## src/design/wtsp_fifo.sv

```systemverilog
// Two-entry queue used between pipeline parts and for results.
// No package dependencies; item type is a parameter.
`default_nettype none

module wtsp_fifo #(
   parameter type item_type = logic
) (
   input  wire logic     clock,
   input  wire logic     reset,
   input  wire logic     push,
   input  wire item_type din,
   input  wire logic     pop,
   output item_type      dout,
   output logic          full,
   output logic          empty
);

   item_type   entries_ff [2];
   logic       wr_ptr_ff, wr_ptr_in;
   logic       rd_ptr_ff, rd_ptr_in;
   logic [1:0] count_ff, count_in;

   assign full  = (count_ff == 2'd2);
   assign empty = (count_ff == 2'd0);
   assign dout  = entries_ff[rd_ptr_ff];

   always_comb begin
      wr_ptr_in = push ? ~wr_ptr_ff : wr_ptr_ff;
      rd_ptr_in = pop ? ~rd_ptr_ff : rd_ptr_ff;
      count_in  = count_ff + {1'b0, push} - {1'b0, pop};
   end

   always_ff @(posedge clock) begin
      if (push) begin
         entries_ff[wr_ptr_ff] <= din;
      end
   end

   always_ff @(posedge clock) begin
      if (reset) begin
         wr_ptr_ff <= 1'b0;
         rd_ptr_ff <= 1'b0;
         count_ff  <= 2'd0;
      end else begin
         wr_ptr_ff <= wr_ptr_in;
         rd_ptr_ff <= rd_ptr_in;
         count_ff  <= count_in;
      end
   end

endmodule

`default_nettype wire

```

## config.mk

```make
export PLATFORM = sky130hd
export DESIGN_NAME = wtsp_fifo
export DESIGN_NICKNAME = d
export VERILOG_FILES = /design/src/design/wtsp_fifo.sv
export SDC_FILE = /design/constraint.sdc
export NUM_CORES = 1
export LEC_CHECK = 0
export ABC_AREA = 1
export BUFFER_PORTS_ARGS = -buffer_cell sky130_fd_sc_hd__buf_4
export CELL_PAD_IN_SITES_DETAIL_PLACEMENT = 0
export CELL_PAD_IN_SITES_GLOBAL_PLACEMENT = 2
export CORE_MARGIN = 5
export CORE_UTILIZATION = 23
export CTS_CLUSTER_DIAMETER = 150
export DETAILED_ROUTE_END_ITERATION = 8
export GPL_ROUTABILITY_DRIVEN = 0
export PLACE_DENSITY_LB_ADDON = 0.15
export SKIP_CTS_REPAIR_TIMING = 1
export SYNTH_ARGS = -nofsm -noshare
export SYNTH_HDL_FRONTEND = slang
export SYNTH_SLANG_ARGS = --single-unit
```

## constraint.sdc

```tcl
create_clock -name clock -period 1.2 [get_ports clock]
set_input_delay 0.18 -clock clock [delete_from_list [all_inputs] [get_ports clock]]
set_output_delay 0.18 -clock clock [all_outputs]
set_load 0.05 [all_outputs]
```

==> results of run 1 <==
Yosys cell counts:
cell type  n
a21oi_1    1
dfxtp_1    5
edfxtp_1   2
ha_1       2
inv_1      8
mux2_2     1
nand2_1    3
nand2_2    1
nand3_1    1
nor2_1     7
nor2_2     1
nor3_1     1
xnor2_1    1
routing by layer:
layer | GRT usage (%) | routed length (um)
met4 | 3.41 | 0
met5 | 0 | 0
met3 | 5.08 | 40
met2 | 8.79 | 292
met1 | 5.41 | 216
worst reg2reg max path, cell delays in order, from the launching register on:
cell     delay, ns
dfxtp_2       0.33
inv_2         0.04
ha_4          0.25
inv_2         0.03
ha_4          0.15
nand2_2       0.09
nand3_2       0.08
nand2_2       0.07
nor2_2        0.03
layout make-up:
class                           count  share of cell area (%)
Sequential cell                     7                    34.6
Multi-Input combinational cell     19                    33.5
Timing Repair Buffer                8                    16.0
Inverter                            8                    6.38
Tap cell                           15                    3.99
Clock buffer                        4                    5.59
how the worst max path moves through the flow:
stage / startpoint / to / depth (start not counted)
global placement: count_ff[0] / count_ff[1] / 8
CTS: flip-flop / dout / 2
finish: flip-flop / dout / 2
global route: entries_ff[0] / dout / 2
floorplan: count_ff[0] / count_ff[1] / 8
detailed placement: count_ff[0] / count_ff[1] / 8
report_power, final:
part | switching (W) | internal [W] | leakage (nW) | total (W)
clock | 0.0000840 | 0.000127 | 0.0150 | 0.000211
sequential | 0.0000160 | 0.000271 | 0.0610 | 0.000287
combinational | 0.000138 | 0.000106 | 0.139 | 0.000244
total | 0.000238 | 0.000503 | 0.215 | 0.000742
through the flow:
stage | total power, W | hold slack, ns | worst slack (ns) | instance area [um^2]
finish | 0.000742 | 0.120 | -0.0151 | 470
global route | 0.000789 | 0.108 | -0.0516 | 470
CTS | 0.000701 | 0.113 | -0.0647 | 415
detailed placement | 0.000483 | 0.371 | -0.0325 | 389
global placement | 0.000478 | 0.365 | 0.00645 | 389
floorplan | 0.000423 | 0.244 | -0.00335 | 310
cell families (layout without fill, tap and decap cells):
logic type                 Yosys count  count (layout)
DFF                                  7               7
adders and majority gates            2               2
buffers and inverters                8              20
xor gates and xnor gates             1               1
and+or+nand+nor                     14              14
AOI/OAI and AO/OA                    1               1
muxes                                1               1
==> qor.yml, run 1 <==
regArea_um2: 163
irDropWorstVdd_mv: 0.615
post-place-cells: 57
netlist.area_leader.share_pct: 33.3
numPortBuffers: 7
hold_class: "primary input to flip-flop"
die_area_um2: 2130
cp-start-kind: "flip-flop"
clock_path_buffers: 2
final_antenna_net_count: 0
multi_input_area_um2: 158
numCtsBuffers: 3
setup_viol: 1
grt.overflow.total: 0
synthMuxAreaShare_pct: 3.75
final-hold-violation-count: 0
crit_path_max_fanout: 1
path_cells: "mux2_4, buf_8"
drt_wl_total_um: 549
maxCapViolCount: 0
synth_fp_nets: 41
drive_gt1_share_pct: 58.7
avgSynthCellArea_um2: 8.83
core_um2: 1270
track_usage_pct: 5.89
synth-simple-area-share_pct: 20.0
crit_path_end_kind: "output pin"
viasPerCell: 3.98
hp-start: "reset"
wl_per_cell_um: 9.00
area_delta_synth_final_pct: 56.7
worst_slew_pin_slew_ns: 0.176
cts_tree: "yes"
synth_xor_area_share_pct: 2.92
netlist_area_um2: 300
routed-via-count: 243
reg2reg_to: "count_ff[1]"
crit_slowest_cell: "dfxtp_1"
synth-compound-area-share_pct: 1.67
clk_pin_slew_ns: 0.05
io-pin-count: 8
max_freq_ghz: 0.823
drt-pass1-iter-count: 2
grt_pass1_wl_um: 814
die_x_um: 46.1
violations: "negative setup slack"
r2r_slack_ns: 0.02
num_rows: 13
grt_antenna_before_repair: 0
drc_errors: 0
power_density_nw_per_um2: 1580
cts_root_buf: "clkbuf_4"
fp.dieH_um: 46.1
netlist-cell-type-count: 13
cp.buffers_inverters: 1
utilization_pct: 37.1
fillers: 138
netlist_top_cells_area: "dfxtp_1, edfxtp_1, inv_1, nor2_1, ha_1"
dpl.hpwl_um: 401
period_needed_ns: 1.22
drv_slew: 0
start_util_pct: 23.7
synth_seq_cells: 7
finalSetupTns_ns: -0.0151
htreeDepth: 1
r2r_cells: 8
crit_family: "flip-flops"
outcome: "finished, violations left"
synth_warnings: 0
cts_num_sinks: 7
yosysTopAreaCell: "dfxtp_1"
clk_latency_ns: 0.24
slew_headroom_pct: 88.2
drt_iter0_drc: 1
cp.required_ns: 1.02
slowest_delay_ns: 0.33
clock_skew_ns: 0.000192
synth_fa_ha_area_share_pct: 8.33
arrival_ns: 1.04
diodes: 0
stdcell_count: 61
grt_pass1_vias: 211
final.setup.worst_slack_ns: -0.0151
final_cell_mix: "inv_1, nor2_1, buf_4"
fin_nets: 54
yosysSeqAreaShare_pct: 53.3
reg2reg_from: "count_ff[0]"
hold_path_depth: 2
timing.final.crit_share_pct: 101
worstSetupPathType: "flip-flop to output pin"
grt_max_degree: 6
holdPathEnd: "count_ff[0]"
power.leakage_nw: 0.215
synth_top_family_by_area: "simple AND/OR/NAND/NOR gates"
rsz0062_at_grt: "true"
synthCells: 34
Note: power is estimated with default switching activity, not from simulation.
==> run 2: changes to the inputs <==
--- a/config.mk
+++ b/config.mk
@@ -11,6 +11,7 @@
 export CELL_PAD_IN_SITES_GLOBAL_PLACEMENT = 2
-export CORE_MARGIN = 5
-export CORE_UTILIZATION = 23
+export CORE_AREA = 5 5 42 44
+export CTS_BUF_LIST = sky130_fd_sc_hd__clkbuf_8
 export CTS_CLUSTER_DIAMETER = 150
 export DETAILED_ROUTE_END_ITERATION = 8
+export DIE_AREA = 0 0 47 49
 export GPL_ROUTABILITY_DRIVEN = 0
--- a/constraint.sdc
+++ b/constraint.sdc
@@ -3,2 +3,2 @@
 set_output_delay 0.18 -clock clock [all_outputs]
-set_load 0.05 [all_outputs]
+set_load 0.1 [all_outputs]
==> qor.yml, run 2 (synthesis results as in run 1) <==
r2r_cells: 8  # unchanged
cts_root_buf: "clkbuf_8"
rsz0062_at_grt: "true"
fillers: 158  # +14%
regArea_um2: 163  # unchanged
start_util_pct: 21.4  # -2.2 points
clock_path_buffers: 2  # unchanged
crit_path_end_kind: "output pin"
die_x_um: 47  # +1.9%
reg2reg_from: "count_ff[0]"
top_layer_used: "met3"
hold_class: "primary input to flip-flop"
worstSetupPathType: "flip-flop to output pin"
die_area_um2: 2300  # +8.2%
clock_power_share_pct: 33.4  # +5.0 points
routed-via-count: 241  # -0.82%
grt_antenna_before_repair: 0  # unchanged
dpl.hpwl_um: 443  # +10%
setup_viol: 2  # +1
timing.final.crit_share_pct: 102  # +1.2 points
power_density_nw_per_um2: 1850  # +17%
final-hold-violation-count: 0  # unchanged
clock_skew_ns: 0.00312  # +0.00293 ns
slowest_delay_ns: 0.33  # about the same
maxCapViolCount: 0  # unchanged
worst_slew_pin_slew_ns: 0.196  # +0.0203 ns
cp.required_ns: 1.02  # about the same
multi_input_area_um2: 164  # +4.0%
cts_tree: "yes"
area_delta_synth_final_pct: 70.0
crit_path_max_fanout: 1  # unchanged
hold_slack_ns: 0.145  # +0.0253 ns
diodes: 0  # unchanged
num_rows: 14  # +1
met2_wirelength_um: 269  # -7.9%
sw_frac_of_total_pct: 34.2  # +2.1 points
preCtsSetupSlack_ns: -0.0455  # -0.0130 ns
track_usage_pct: 5.22  # -0.67 points
wl_per_cell_um: 8.73  # -3.0%
power_w: 0.000943  # +27%
r2r_slack_ns: -0.01  # -0.03 ns
power.leakage_nw: 0.231  # +7.6%
numCtsBuffers: 3  # unchanged
core_um2: 1400  # +10%
p_switching_w: 0.000322  # +35%
irDropWorstVdd_mv: 0.784  # +27%
reg2reg_to: "count_ff[1]"
drt-pass1-iter-count: 1  # -1
pwr-share-comb_pct: 36.0  # +3.1 points
power.internal_w: 0.000621  # +23%
fin_nets: 54  # unchanged
fp.dieH_um: 49  # +6.2%
final_common_cell: "inv_1"
p_seq_share_pct: 30.6  # -8.1 points
grt_pass1_vias: 219  # +3.8%
drive_gt1_share_pct: 56.5  # -2.2 points
clk_latency_ns: 0.22  # -0.02 ns
htreeDepth: 1  # unchanged
numPortBuffers: 7  # unchanged
finalSetupTns_ns: -0.0368  # -0.0216 ns
violations: "negative setup slack"
hold_path_depth: 1  # -1
hp-start: "din"
drc_errors: 0  # unchanged
slew_headroom_pct: 86.8  # -1.4 points
holdPathEnd: "entries_ff[0]"
max_freq_ghz: 0.814  # -1.1%
arrival_ns: 1.05  # about the same
grt.overflow.total: 0  # unchanged
drv_slew: 0  # unchanged
drt_iter0_drc: 0  # -1
cp-start-kind: "flip-flop"
drt_wl_total_um: 541  # -1.5%
final_cell_mix: "inv_1, nor2_1, buf_4"
crit_slowest_cell: "mux2_2"
io-pin-count: 8  # unchanged
viasPerCell: 3.89  # -2.4%
period_needed_ns: 1.23  # +0.0138 ns
drt-met1-wl_um: 249  # +15%
cts_num_sinks: 7  # unchanged
utilization_pct: 36.4  # -0.65 points
outcome: "finished, violations left"
grt_max_degree: 6  # unchanged
final.setup.worst_slack_ns: -0.0290  # -0.0138 ns
wl_met3_um: 22  # -45%
path_cells: "mux2_2, buf_6"
grt_pass1_wl_um: 841  # +3.3%
final_antenna_net_count: 0  # unchanged
clk_pin_slew_ns: 0.04  # about the same
==> run 2: area by class of cell <==
type / instances / share of cell area, %
clock buffers: 3 / 8.09
flip-flops and latches: 7 / 31.9
well taps: 16 / 3.92
inverters: 8 / 5.88
multi-input cells: 19 / 32.1
clock inverters: 1 / 0.735
repair buffers: 8 / 17.4
==> run 2: worst max-delay path: cells and delay by family, from the launching register on <==
kind / cells / cell delay, ns
flops: 1 / 0.31
buf+inv: 1 / 0.18
mux: 1 / 0.33
==> run 2: metal layers <==
layer | vias to the layer above | track usage [%]
met5 | - | 0
met4 | 0 | 2.76
met3 | 0 | 3.32
met2 | 5 | 7.24
met1 | 109 | 5.96
li1 | 127 | -
==> run 2: worst max-delay path by stage <==
stage / startpoint / endpoint / slack, ns / cells past startpoint
floorplan: count_ff[1] / empty / -0.09 / 1
global placement: count_ff[0] / count_ff[1] / -0.003 / 9
detailed placement: count_ff[0] / count_ff[1] / -0.05 / 9
CTS: flip-flop / dout / -0.08 / 2
global route: flip-flop / dout / -0.05 / 2
finish: flip-flop / dout / -0.03 / 2
==> run 2: metrics by stage <==
step	cell area [um^2]	cells
2_1_floorplan	318	34
3_3_place_gp	398	58
3_5_place_dp	398	58
4_1_cts	443	62
5_1_grt	510	62
6_report	510	62
==> run 2: power groups by stage <==
stage / Clock (W) / Combinational [W] / Sequential (W)
after floorplan: 0 / 0.000208 / 0.000289
after global placement: 0 / 0.000268 / 0.000286
after detailed placement: 0 / 0.000273 / 0.000288
after CTS: 0.000327 / 0.000274 / 0.000284
after global routing: 0.000346 / 0.000359 / 0.000291
final: 0.000315 / 0.000339 / 0.000289
